===== config.mk =====
export PLATFORM = sky130hd
export DESIGN_NAME = humidity_temp_frame_decoder_unit
export DESIGN_NICKNAME = d
export VERILOG_FILES = /design/src/rtl/core/htfd_pkg.sv /design/src/rtl/core/humidity_temp_frame_decoder_unit.sv /design/src/rtl/core/htfd_frame.sv /design/src/rtl/core/htfd_scale.sv
export VERILOG_INCLUDE_DIRS = /design/src /design/src/rtl/core
export SDC_FILE = /design/constraint.sdc
export NUM_CORES = 1
export LEC_CHECK = 0
export ABC_CLOCK_PERIOD_IN_PS = 7800
export BUFFER_PORTS_ARGS = -buffer_cell sky130_fd_sc_hd__buf_2
export CORE_ASPECT_RATIO = 1.1
export CORE_UTILIZATION = 40
export CTS_BUF_LIST = sky130_fd_sc_hd__clkbuf_4 sky130_fd_sc_hd__clkbuf_8 sky130_fd_sc_hd__clkbuf_16
export DETAILED_ROUTE_END_ITERATION = 8
export SYNTH_ARGS = -nofsm -noshare
export SYNTH_HDL_FRONTEND = slang
export SYNTH_SLANG_ARGS = --single-unit

===== constraint.sdc =====
create_clock -name clk -period 7.8 [get_ports clk]
set_clock_uncertainty 0.05 [all_clocks]
set_input_delay 0 -clock clk [delete_from_list [all_inputs] [get_ports clk]]
set_output_delay 0 -clock clk [all_outputs]
set_load 0.01 [all_outputs]

===== src/rtl/core/humidity_temp_frame_decoder_unit_assert.svh =====
// Assertion macros shared by the frame decoder RTL.
// Included by the modules that check their own logic; no other dependencies.
`ifndef HUMIDITY_TEMP_FRAME_DECODER_UNIT_ASSERT_SVH
`define HUMIDITY_TEMP_FRAME_DECODER_UNIT_ASSERT_SVH

// same-cycle implication
`define HTFD_ASSERT_IMP(label, clk, rst, ante, cons) \
  label: assert property (@(posedge clk) disable iff (rst) (ante) |-> (cons)) \
    else $error("htfd assertion failed");

// next-cycle implication
`define HTFD_ASSERT_NXT(label, clk, rst, ante, cons) \
  label: assert property (@(posedge clk) disable iff (rst) (ante) |=> (cons)) \
    else $error("htfd assertion failed");

// invariant
`define HTFD_ASSERT_ALWAYS(label, clk, rst, cond) \
  label: assert property (@(posedge clk) disable iff (rst) (cond)) \
    else $error("htfd assertion failed");

`endif


===== src/rtl/core/htfd_pkg.sv =====
// Shared types, constants and the CRC-8 step function for the frame decoder.
// No dependencies.
package htfd_pkg;

  localparam logic [7:0]  CRC_INIT         = 8'hFF;
  localparam logic [7:0]  CRC_POLY         = 8'h31;
  localparam int          BUSY_BIT         = 7;
  localparam logic [2:0]  FRAME_DATA_BYTES = 3'd6;
  localparam logic [19:0] TEMP_RAW_LIMIT   = 20'd786432;
  localparam logic [13:0] HUM_SCALE        = 14'd10000;
  localparam logic [14:0] TEMP_SCALE       = 15'd20000;
  localparam logic [15:0] TEMP_OFFSET      = 16'd5000;

  typedef enum logic [1:0] {
    STATUS_OK    = 2'd0,
    STATUS_BUSY  = 2'd1,
    STATUS_CRC   = 2'd2,
    STATUS_RANGE = 2'd3
  } status_t;

  typedef struct packed {
    status_t     status;
    logic [19:0] hum_raw;
    logic [19:0] temp_raw;
  } frame_rec_t;

  function automatic logic [7:0] crc8_update(input logic [7:0] crc, input logic [7:0] data);
    logic [7:0] c;
    c = crc ^ data;
    for (int b = 0; b < 8; b++) begin
      if (c[7]) begin
        c = {c[6:0], 1'b0} ^ CRC_POLY;
      end else begin
        c = {c[6:0], 1'b0};
      end
    end
    return c;
  endfunction

endpackage


===== src/rtl/core/humidity_temp_frame_decoder_unit.sv =====
// The seventh byte loads the frame register, which then feeds the output result register.
// Throughput: one byte per cycle; the frame register and result register form a
// two-entry pipeline, so input stalls only when both are full and the output stalls.
// Reset (synchronous, active high) clears the byte index, sets the CRC to 0xFF,
// clears the frame store and drops any pending result.
// Depends on htfd_pkg, htfd_frame, htfd_scale and the assertion macro header.
`include "humidity_temp_frame_decoder_unit_assert.svh"

module humidity_temp_frame_decoder_unit import htfd_pkg::*; (
  input  logic               clk,
  input  logic               rst,
  input  logic               in_valid,
  output logic               in_stall,
  input  logic [7:0]         rx_byte,
  input  logic               frame_start,
  output logic               out_valid,
  input  logic               out_stall,
  output logic [1:0]         status_code,
  output logic [19:0]        humidity_counts,
  output logic [19:0]        temperature_counts,
  output logic [13:0]        humidity_centi,
  output logic signed [14:0] temperature_centi
);

  logic       accept;
  logic       done;
  logic       advance;
  logic       s1_valid;
  frame_rec_t rec;
  frame_rec_t s1_rec;

  assign advance  = !out_valid || !out_stall;
  assign in_stall = s1_valid && !advance;
  assign accept   = in_valid && !in_stall;

  htfd_frame u_frame (
    .clk         (clk),
    .rst         (rst),
    .accept      (accept),
    .rx_byte     (rx_byte),
    .frame_start (frame_start),
    .done        (done),
    .rec         (rec)
  );

  always_ff @(posedge clk) begin
    if (rst) begin
      s1_valid <= 1'b0;
    end else if (accept && done) begin
      s1_valid <= 1'b1;
    end else if (advance) begin
      s1_valid <= 1'b0;
    end
  end

  always_ff @(posedge clk) begin
    if (accept && done) begin
      s1_rec <= rec;
    end
  end

  always_ff @(posedge clk) begin
    if (rst) begin
      out_valid <= 1'b0;
    end else if (advance) begin
      out_valid <= s1_valid;
    end
  end

  htfd_scale u_scale (
    .clk                (clk),
    .load               (advance && s1_valid),
    .rec                (s1_rec),
    .status_code        (status_code),
    .humidity_counts    (humidity_counts),
    .temperature_counts (temperature_counts),
    .humidity_centi     (humidity_centi),
    .temperature_centi  (temperature_centi)
  );

  `HTFD_ASSERT_NXT(a_done_fills_stage, clk, rst, accept && done, s1_valid)
  `HTFD_ASSERT_IMP(a_out_from_stage, clk, rst, $rose(out_valid), $past(s1_valid))
  `HTFD_ASSERT_IMP(a_stall_when_full, clk, rst, in_stall, s1_valid && out_valid && out_stall)

endmodule


===== src/rtl/core/htfd_frame.sv =====
// Byte framing: CRC-8 accumulation, frame byte store and raw field unpacking.
// Depends on htfd_pkg and the assertion macro header.
`include "humidity_temp_frame_decoder_unit_assert.svh"

module htfd_frame import htfd_pkg::*; (
  input  logic       clk,
  input  logic       rst,
  input  logic       accept,
  input  logic [7:0] rx_byte,
  input  logic       frame_start,
  output logic       done,
  output frame_rec_t rec
);

  logic [2:0]  byte_index;
  logic [7:0]  crc;
  logic [47:0] frame_store;

  logic [2:0]  eff_index;
  logic [7:0]  eff_crc;
  logic [47:0] eff_store;
  logic [7:0]  b0, b1, b2, b3, b4, b5;

  always_comb begin
    eff_index = frame_start ? 3'd0 : byte_index;
    eff_crc   = frame_start ? CRC_INIT : crc;
    eff_store = frame_start ? 48'd0 : frame_store;
    done      = (eff_index >= FRAME_DATA_BYTES);
    b0 = eff_store[47:40];
    b1 = eff_store[39:32];
    b2 = eff_store[31:24];
    b3 = eff_store[23:16];
    b4 = eff_store[15:8];
    b5 = eff_store[7:0];
    rec.hum_raw  = {b1, b2, b3[7:4]};
    rec.temp_raw = {b3[3:0], b4, b5};
    if (b0[BUSY_BIT]) begin
      rec.status = STATUS_BUSY;
    end else if (eff_crc != rx_byte) begin
      rec.status = STATUS_CRC;
    end else if (rec.temp_raw > TEMP_RAW_LIMIT) begin
      rec.status = STATUS_RANGE;
    end else begin
      rec.status = STATUS_OK;
    end
  end

  always_ff @(posedge clk) begin
    if (rst) begin
      byte_index  <= 3'd0;
      crc         <= CRC_INIT;
      frame_store <= 48'd0;
    end else if (accept) begin
      if (done) begin
        byte_index  <= 3'd0;
        crc         <= CRC_INIT;
        frame_store <= 48'd0;
      end else begin
        byte_index  <= eff_index + 3'd1;
        crc         <= crc8_update(eff_crc, rx_byte);
        frame_store <= {eff_store[39:0], rx_byte};
      end
    end
  end

  `HTFD_ASSERT_ALWAYS(a_index_range, clk, rst, byte_index <= FRAME_DATA_BYTES)
  `HTFD_ASSERT_NXT(a_start_restarts, clk, rst, accept && frame_start, byte_index == 3'd1)
  `HTFD_ASSERT_NXT(a_done_clears, clk, rst, accept && done,
                   byte_index == 3'd0 && crc == CRC_INIT && frame_store == 48'd0)

endmodule


===== src/rtl/core/htfd_scale.sv =====
// Fixed-point scaling of the raw values into the result register.
// Depends on htfd_pkg.
module htfd_scale import htfd_pkg::*; (
  input  logic               clk,
  input  logic               load,
  input  frame_rec_t         rec,
  output logic [1:0]         status_code,
  output logic [19:0]        humidity_counts,
  output logic [19:0]        temperature_counts,
  output logic [13:0]        humidity_centi,
  output logic signed [14:0] temperature_centi
);

  logic [33:0] hum_prod;
  logic [34:0] temp_prod;
  logic [15:0] temp_diff;

  always_comb begin
    hum_prod  = 34'(rec.hum_raw) * 34'(HUM_SCALE);
    temp_prod = 35'(rec.temp_raw) * 35'(TEMP_SCALE);
    temp_diff = {1'b0, temp_prod[34:20]} - TEMP_OFFSET;
  end

  always_ff @(posedge clk) begin
    if (load) begin
      status_code        <= rec.status;
      humidity_counts    <= rec.hum_raw;
      temperature_counts <= rec.temp_raw;
      humidity_centi     <= hum_prod[33:20];
      temperature_centi  <= signed'(temp_diff[14:0]);
    end
  end

endmodule


==> results of run 1 <==
==> report_power, final <==
group | internal [uW] | switching, uW
clock network | 451 | 391
registers | 946 | 10.1
logic | 49.0 | 62.2
total | 1450 | 463
==> through the flow <==
step / area, sq um / total power (uW)
after global routing: 13600 / 1970
after floorplan: 12000 / 1060
final: 13600 / 1910
after global placement: 12900 / 1080
after detailed placement: 12900 / 1080
after CTS: 13600 / 1930
==> worst max path at each step <==
stage | start | to | cells after the start
2_1_floorplan | s1_valid | u_scale.humidity_centi[0] | 1
3_3_place_gp | s1_rec[6] | u_scale.temperature_centi[13] | 25
3_5_place_dp | s1_rec[14] | u_scale.temperature_centi[14] | 21
4_1_cts | s1_rec[14] | u_scale.temperature_centi[14] | 21
5_1_grt | s1_rec[5] | u_scale.temperature_centi[13] | 25
6_report | s1_rec[14] | u_scale.temperature_centi[14] | 21
==> sequential cells by signal, summed over array words and instances, names as in the netlist, 3 cells and up <==
signal and flops:
u_scale.humidity_counts 20, u_frame.crc 8, u_frame.frame_store 41, u_frame.byte_index 3, u_scale.humidity_centi 14, s1_rec 42
u_scale.temperature_counts 20, u_scale.temperature_centi 15
==> cells by family (layout without fill, tap and decap cells) <==
group                      after synthesis  in the layout  synth area share [%]
AOI/OAI and AO/OA                      140            140                  7.35
xor gates and xnor gates                56             56                  4.08
adders and majority gates              254            254                  32.2
buffers and inverters                  273            378                  8.52
DFF                                    167            167                  37.2
muxes                                    5              5                 0.530
and+or+nand+nor                        257            257                  10.2
==> cell type report <==
type,count,area [sq um]
flip-flops and latches,167,4470
multi-input cells,712,6550
well taps,374,468
clock inverters,12,105
fillers,2832,16000
clock buffers,20,472
inverters,245,920
repair buffers,101,573
==> synth_stat cells, drive strengths merged, types with 2 or more instances <==
| cell type | number |
|---|---|
| xor2 | 17 |
| nand3 | 10 |
| a31oi | 4 |
| dfxtp | 54 |
| a41o | 2 |
| nor2b | 48 |
| a21oi | 66 |
| o22ai | 2 |
| nor4 | 7 |
| a22o | 4 |
| or4 | 2 |
| edfxtp | 113 |
| and2 | 6 |
| a211o | 2 |
| ha | 162 |
| and3 | 5 |
| xnor2 | 39 |
| mux2i | 3 |
| nand2 | 117 |
| nand4 | 4 |
| a21boi | 2 |
| o21a | 5 |
| nor3 | 11 |
| clkbuf | 26 |
| a211oi | 4 |
| inv | 245 |
| nand2b | 4 |
| o211ai | 10 |
| o21ai | 14 |
| nor2 | 35 |
| a21o | 12 |
| buf | 2 |
| fa | 92 |
| nand3b | 2 |
| or3b | 2 |
==> critical path: stages, from the launching register on <==
cell	delay, ns
edfxtp_1	0.49
inv_1	0.13
fa_1	0.51
inv_1	0.04
ha_1	0.29
fa_1	0.48
ha_1	0.29
inv_1	0.05
fa_1	0.49
inv_1	0.04
ha_1	0.40
a21oi_1	0.19
o21bai_1	0.08
a211o_1	0.30
a221o_1	0.34
o21ai_1	0.15
or3b_4	0.42
a41oi_2	0.24
o21ai_1	0.14
and3_1	0.24
a311oi_1	0.26
nand3_1	0.09
==> per-layer routing <==
layer / share of wire, % / GRT usage [%] / wire length [um]
met1: 49 / 20.0 / 10900
met2: 47 / 26.1 / 10700
met3: 3.1 / 3.12 / 697
met4: 0.96 / 4.22 / 216
met5: 0 / 0 / 0
==> repair_timing <==
action                                  in CTS  in global routing
hold buffers                                11                  0
endpoints found under the hold margin       19                  0
endpoints found under the setup margin       0                  0
==> results.cfg, run 1 <==
[run_status]
outcome = finished, final reports clean

[grt]
first_global_vias = 7669
grtUsageTotal_pct = 15.4
grt_max_degree = 72
grt-ovfl-total = 0
wire_length_of_the_first_global_routing_pass_mm = 37.7
antenna_found_initial = 0

[placed_design]
place_inst = 1588
post-dp-hpwl_mm = 17.0
placement.setup.worst_slack_ns = 1.86
place.gp.congestion = 0.872
numPortBuffers = 85

[synthesis]
synth_seq_cells = 167
synth-main-ff-cell = edfxtp_1
synth.yosys.warnings = 0
syn_area_sq_mm = 0.0120
synth.lib_cells_used.distinct = 57
synthTopCellsByArea = edfxtp_1 28%, ha_1 17%, fa_1 15%, dfxtp_1 9.0%, inv_1 7.6%
ys_async_sr_fraction_pct = 0
syn_avg_cell_area_sq_um = 10.4
dominant_cell_type_by_area_after_synthesis = edfxtp_1
synthCells = 1152
synth_enable_flop_cells = 113
synth_net_count = 1419
ys_seq_area_share_pct = 37.2
synth.top_cell.area_share_pct = 28.2

[floorplanning]
dieHeight_um = 184
floorplan_die_area_sq_mm = 0.0308
floorplan.core_area_sq_mm = 0.0296
effective_utilization_at_floorplan_pct = 40.7
boundaryPins = 86
row_count = 66
die_w_um = 167

[routing]
remaining_drc_errors = 0
routedWlPerCell_um = 13.8
routed_wirelength_mm = 22.5
drtPass1Iterations = 7
route.vias.total = 7705
number_of_drc_markers_in_iteration_0 = 353
vias_per_cell = 4.72
antenna_violating_nets_post_route = 0

[timing]
fin_worst_setup_slack_ns = 1.86
hold_violations = 0
finalWorstPathRequiredPeriod_ns = 5.94
final.hold.worst_slack_ns = 0.223
relSlewSlack_pct = 25.5
post-route-period-util_pct = 76.2
fin_tns_setup_ns = 0
timing_worst_slew_pin_value_ns = 1.11
grt_setup_unrepaired = no
timing_max_transition_violations_final = 0
finalSetupViolCount = 0
maxClockFrequency_mhz = 168

[critical_path]
regToRegSetupSlack_ns = 1.86
worst-setup-path-type = reg2reg
worstReg2RegStart = s1_rec[14]
worst-endpoint-arrival_ns = 6.07
reg2reg_to = u_scale.temperature_centi[14]
maximum_net_fanout_on_the_critical_path = 8
end_kind = register
r2r.worst_path.cells = 21
timing.critical_path.from_type = register
worst-endpoint-required_ns = 7.93

[cts]
clock_sinks = 167
clk-insertion-delay-late_ns = 0.44
cts_resized = 0
cts_tree = done
clk_transition_reported_paths_ns = 0.07
cts_buf_count = 17
h-tree-depth = 4
clockBufferDepth = 2
cts-root-buf = clkbuf_16
postCtsSetupRepairBufs = 0

[cells_and_area]
fin_cells = 1631
layout_area_overhead_pct = 12.7
layout.nets = 1511
mostFrequentLayoutCell = inv_1
antenna-diode-count = 0
drive_above_1_share_pct = 10.5
layout.core_utilization_pct = 45.9
commonest_cells_after_routing_fill_and_taps_aside = 245 x inv_1, 162 x ha_1, 116 x nand2_1, 113 x edfxtp_1, 92 x fa_1

[power]
leakagePower_uw = 0.00624
powerDensity_mw_per_mm2 = 141
peak_vdd_ir_v = 0.000119

[worst_hold_path]
worstHoldPathType = in2reg
min_to = s1_rec[35]
timing.hold.worst.start = frame_start
hold_depth = 3

[run]
cap_violations = 0
Note: power is estimated with default switching activity, not from simulation.
==> run 2: changes to the inputs <==
Settings changed: ABC_AREA set to 1, ABC_CLOCK_PERIOD_IN_PS 7800 to 5570.
Clock period 7.8 ns to 5.57 ns, I/O delays scaled along.
==> results.cfg, run 2 <==
[floorplanning]
effective_utilization_at_floorplan_pct = 40.5
floorplan_die_area_sq_mm = 0.0334
die_w_um = 174
boundaryPins = 86
dieHeight_um = 191
floorplan.core_area_sq_mm = 0.0322
row_count = 69

[power]
overall_power_uw = 3020
peak_vdd_ir_v = 0.000155
leakagePower_uw = 0.00748
powerDensity_mw_per_mm2 = 205

[routing]
drtPass1Iterations = 4
route.vias.total = 9157
routed_wirelength_mm = 26.8
vias_per_cell = 4.58
number_of_drc_markers_in_iteration_0 = 416
antenna_violating_nets_post_route = 0
routedWlPerCell_um = 13.4
remaining_drc_errors = 0

[grt]
wire_length_of_the_first_global_routing_pass_mm = 45.1
antenna_found_initial = 0
grtUsageTotal_pct = 17.0
grt-ovfl-total = 0
grt_max_degree = 51
first_global_vias = 9072

[timing]
finalWorstPathRequiredPeriod_ns = 5.15
timing_max_transition_violations_final = 0
timing_worst_slew_pin_value_ns = 1.23
fin_tns_setup_ns = 0
maxClockFrequency_mhz = 194
relSlewSlack_pct = 18.3
finalSetupViolCount = 0
grt_setup_unrepaired = no
post-route-period-util_pct = 92.4
hold_violations = 0

[synthesis]
synth_enable_flop_cells = 113
synthTopCellsByArea = edfxtp_1 26%, ha_1 16%, fa_1 14%, inv_1 11%, dfxtp_1 8.3%
synth.lib_cells_used.distinct = 40
synth.top_cells.by_count = 379 x inv_1, 234 x nand2_1, 162 x ha_1
syn_avg_cell_area_sq_um = 8.93
ys_seq_area_share_pct = 34.3
synth.yosys.warnings = 0
dominant_cell_type_by_area_after_synthesis = edfxtp_1
ys_async_sr_fraction_pct = 0
syn_area_sq_mm = 0.0131
synth_net_count = 1729
synthCells = 1462
synth.top_cell.area_share_pct = 26.0
most_used_standard_cell_by_instance_count_after_synthesis = inv_1
synth-main-ff-cell = edfxtp_1
synth_seq_cells = 167

[cts]
clockBufferDepth = 2
h-tree-depth = 4
cts-root-buf = clkbuf_16
clk-insertion-delay-late_ns = 0.43
cts_buf_count = 17
postCtsSetupRepairBufs = 0
cts_tree = done
clock_sinks = 167
clk_transition_reported_paths_ns = 0.07

[run]
cap_violations = 0

[cells_and_area]
layout.nets = 1826
layout_area_overhead_pct = 12.7
largest_register_ffs = 42
largest_register = s1_rec
antenna-diode-count = 0
commonest_cells_after_routing_fill_and_taps_aside = 379 x inv_1, 234 x nand2_1, 162 x ha_1, 113 x edfxtp_1, 109 x nor2_1
top_regs = s1_rec (42), u_frame.frame_store (41)
drive_above_1_share_pct = 11.1
mostFrequentLayoutCell = inv_1
filler_cell_count = 3149
post-route-cell-area_sq_mm = 0.0147

[run_status]
outcome = finished, final reports clean

[worst_hold_path]
worstHoldPathType = in2reg
hold_depth = 2

[placed_design]
post-dp-hpwl_mm = 21.0
cell_area_placed_sq_mm = 0.0140
numPortBuffers = 85
place.gp.congestion = 0.917

[critical_path]
worst-endpoint-arrival_ns = 5.29
maximum_net_fanout_on_the_critical_path = 5
timing.critical_path.from_type = register
worst-setup-path-type = reg2reg
end_kind = register
r2r.worst_path.cells = 25
worst-endpoint-required_ns = 5.71
==> run 2: critical path, stage by stage (launching register included) <==
cell	delay, ns
edfxtp_1	0.57
inv_1	0.15
fa_1	0.49
inv_1	0.04
ha_1	0.29
fa_1	0.49
ha_1	0.30
inv_1	0.05
fa_1	0.49
inv_1	0.04
ha_1	0.37
nand2_1	0.10
nand2_1	0.09
inv_1	0.06
nand2_1	0.06
inv_1	0.05
nand2_1	0.08
inv_2	0.05
nand2_1	0.10
xnor2_2	0.27
ha_1	0.26
nand3_2	0.12
nand2_1	0.13
nand2_2	0.07
nand3_1	0.07
nand2_1	0.05
==> run 2: what timing repair did <==
action / in CTS / in global routing
resized for setup: 0 / 1
endpoints found under the setup margin: 0 / 2
hold buffers: 11 / 0
hold endpoints to repair: 12 / 0
==> run 2: cell families after synthesis <==
logic type,after synthesis,synth area share [%]
AND/OR/NAND/NOR,449,14.9
buffers and inverters,415,12.0
adder cells (fa/ha/maj),254,29.6
flip-flops,167,34.3
AO/OA/AOI/OAI,132,6.13
XOR/XNOR,45,3.02
==> run 2: final timing paths <==
path / slack (ns) / endpoint / start
min: 0.1 / s1_rec[36] / frame_start
min reg2reg: 0.38 / u_scale.status_code[1] / s1_rec[41]
max reg2reg: 0.42 / u_scale.temperature_centi[13] / s1_rec[14]
max: 0.42 / u_scale.temperature_centi[13] / s1_rec[14]
==> run 2: area by class of cell <==
type | instances | area (sq um) | share of cell area, %
Clock inverter | 11 | 114 | 0.774
Sequential cell | 167 | 4470 | 30.4
Multi-Input combinational cell | 880 | 7050 | 47.9
Inverter | 394 | 1480 | 10.1
Clock buffer | 21 | 508 | 3.45
Timing Repair Buffer | 99 | 558 | 3.79
Tap cell | 426 | 533 | 3.62
==> run 2: through the flow <==
stage,cells,setup WS (ns),util (%),hold slack [ns]
3_5_place_dp,1955,0.277,43.4,0.143
4_1_cts,1998,0.264,45.7,0.0696
6_report,1998,0.422,45.7,0.0959
2_1_floorplan,1462,1.01,-,0.0191
5_1_grt,1998,0.0668,45.7,0.103
3_3_place_gp,1955,0.275,43.4,0.148
==> run 2: layer usage <==
metal / share of wire (%) / track usage (%) / vias up / wire length (um)
li1: - / - / 4763 / -
met1: 50 / 23.9 / 4245 / 13400
met2: 46 / 27.7 / 128 / 12300
met3: 2.7 / 2.07 / 21 / 711
met4: 1.3 / 4.59 / 0 / 360
met5: 0 / 0 / - / 0
==> run 2: where the power goes <==
| group | switching [uW] | internal (uW) | total (uW) |
|---|---|---|---|
| registers | 16.2 | 1350 | 1370 |
| logic | 254 | 150 | 404 |
| clock network | 566 | 682 | 1250 |
==> run 3: changes to the inputs <==
Settings changed: BUFFER_PORTS_ARGS -buffer_cell sky130_fd_sc_hd__buf_2 to unset, CORE_UTILIZATION 40 to 60, DONT_BUFFER_PORTS set to 1, PLACE_DENSITY set to 0.76.
==> results.cfg, run 3 (synthesized netlist as in run 2, its figures left out) <==
[run_status]
outcome = finished, final reports clean

[cts]
postCtsSetupRepairBufs = 0
cts_tree = done
clk-insertion-delay-late_ns = 0.44
cts_buf_count = 17
clk_transition_reported_paths_ns = 0.07
clock_sinks = 167
cts-root-buf = clkbuf_16
clockBufferDepth = 2
h-tree-depth = 4

[power]
power.share.clock_pct = 40.2
powerDensity_mw_per_mm2 = 210
leakagePower_uw = 0.00712
p_int_uw = 2110
peak_vdd_ir_v = 0.000236
seq_power_share_pct = 46.2
p_sw_share_pct = 28.8
p_switching_uw = 853
combinationalPowerShare_pct = 13.6

[routing]
routedWlPerCell_um = 14.6
vias_per_cell = 5.14
antenna_violating_nets_post_route = 0
remaining_drc_errors = 0
route.vias.total = 9137
drtPass1Iterations = 5
number_of_drc_markers_in_iteration_0 = 649
routed_wirelength_mm = 26.0

[timing]
timing_max_transition_violations_final = 0
hold_violations = 0
fin_worst_setup_slack_ns = 0.276
fin_tns_setup_ns = 0
post-route-period-util_pct = 95.0
maxClockFrequency_mhz = 189
relSlewSlack_pct = 36.7
finalWorstPathRequiredPeriod_ns = 5.29
finalSetupViolCount = 0
timing_worst_slew_pin_value_ns = 0.949
grt_setup_unrepaired = no

[cells_and_area]
mostFrequentLayoutCell = inv_1
largest_register_ffs = 42
commonest_cells_after_routing_fill_and_taps_aside = 379 x inv_1, 234 x nand2_1, 162 x ha_1, 113 x edfxtp_1, 109 x nor2_1
antenna-diode-count = 0
largest_register = s1_rec
fin_cells = 1779
drive_above_1_share_pct = 5.98
layout_area_overhead_pct = 8.13
top_regs = s1_rec (42), u_frame.frame_store (41)
layout.nets = 1743

[placed_design]
numPortBuffers = 0
placement.setup.worst_slack_ns = 0.360
place.gp.congestion = 0.921
post-dp-hpwl_mm = 19.7
place_inst = 1734

[floorplanning]
boundaryPins = 86
die_w_um = 143
floorplan_die_area_sq_mm = 0.0224
floorplan.core_area_sq_mm = 0.0213
row_count = 56
dieHeight_um = 157
effective_utilization_at_floorplan_pct = 61.3

[critical_path]
regToRegSetupSlack_ns = 0.28
worst-endpoint-required_ns = 5.70
crit_path_max_incr_delay_ns = 0.56
worst_path_dominant_cell_family = adder cells
maximum_net_fanout_on_the_critical_path = 5
cpMaxStageDelayCell = edfxtp_1
timing.critical_path.from_type = register
critical_path.most_common_cell = nand2_1
end_kind = register
worst-path-buf-inv = 7
reg2reg_to = u_scale.temperature_centi[11]
r2r.worst_path.cells = 25
cp-startpoint = s1_rec[14]
worst-setup-path-type = reg2reg
worstReg2RegStart = s1_rec[14]
worst-endpoint-arrival_ns = 5.42

[worst_hold_path]
hold_depth = 4
worstHoldPathType = in2reg
min_to = u_frame.byte_index[1]
timing.hold.worst.start = frame_start

[grt]
grt_max_degree = 72
antenna_found_initial = 0
wire_length_of_the_first_global_routing_pass_mm = 43.4
first_global_vias = 9119
grtUsageTotal_pct = 25.0
grt-ovfl-total = 0

[run]
cap_violations = 0
==> run 3: power groups by stage <==
| stage | Sequential [uW] | Combinational (uW) | Clock, uW |
|---|---|---|---|
| final | 1370 | 404 | 1190 |
| after global routing | 1370 | 461 | 1260 |
| after CTS | 1370 | 404 | 1220 |
| after detailed placement | 1400 | 387 | 0 |
| after global placement | 1400 | 377 | 0 |
| after floorplan | 1390 | 317 | 0 |
==> run 3: how the worst max path moves through the flow <==
stage                                         end  slack [ns]  cells past startpoint
global placement    u_scale.temperature_centi[13]        0.41                     25
floorplan           u_scale.temperature_centi[13]        1.01                     25
global route        u_scale.temperature_centi[11]        0.03                     25
finish              u_scale.temperature_centi[11]        0.28                     25
CTS                 u_scale.temperature_centi[13]        0.33                     25
detailed placement  u_scale.temperature_centi[13]        0.36                     25
==> run 3: routing by layer <==
layer  global-route usage, %  wire, um
met5                       0         0
met4                    7.58       418
met3                    4.22      1180
met2                    42.6     12600
met1                    32.5     11800
==> run 3: stage by stage <==
step / power (uW) / hold slack (ns) / cell area [sq um] / utilization [%]
after floorplan: 1710 / 0.0191 / 13100 / -
after global placement: 1770 / 0.0203 / 13400 / 62.8
after detailed placement: 1780 / 0.0220 / 13400 / 62.8
after CTS: 2990 / 0.0113 / 14100 / 66.3
after global routing: 3090 / 0.0533 / 14100 / 66.3
final: 2970 / 0.0268 / 14100 / 66.3
==> run 3: worst register-to-register path, cell delays in order, from the launching register on <==
cell      delay (ns)
edfxtp_1        0.56
inv_1           0.15
fa_1            0.50
inv_1           0.05
ha_1            0.31
fa_1            0.49
ha_1            0.29
inv_1           0.05
fa_1            0.51
inv_1           0.04
ha_1            0.38
nand2_1         0.11
nand2_1         0.08
inv_1           0.06
nand2_1         0.07
inv_1           0.06
nand2_1         0.07
inv_2           0.05
nand2_1         0.07
xnor2_1         0.38
ha_1            0.28
nand3_2         0.13
nand2_1         0.13
nand2_1         0.06
nand3_1         0.07
nand2_1         0.06
==> run 3: area by class of cell <==
type	count	area (sq um)
fill	1731	7180
multi-input combinational	880	7040
sequential	167	4470
inverter	394	1480
clock buffer	17	425
tap	290	363
clock inverter	15	183
timing repair buffer	16	153
==> run 3: timing repair <==
item	in CTS	in global routing
hold buffers	13	0
hold endpoints to repair	61	0
resized for setup	0	0
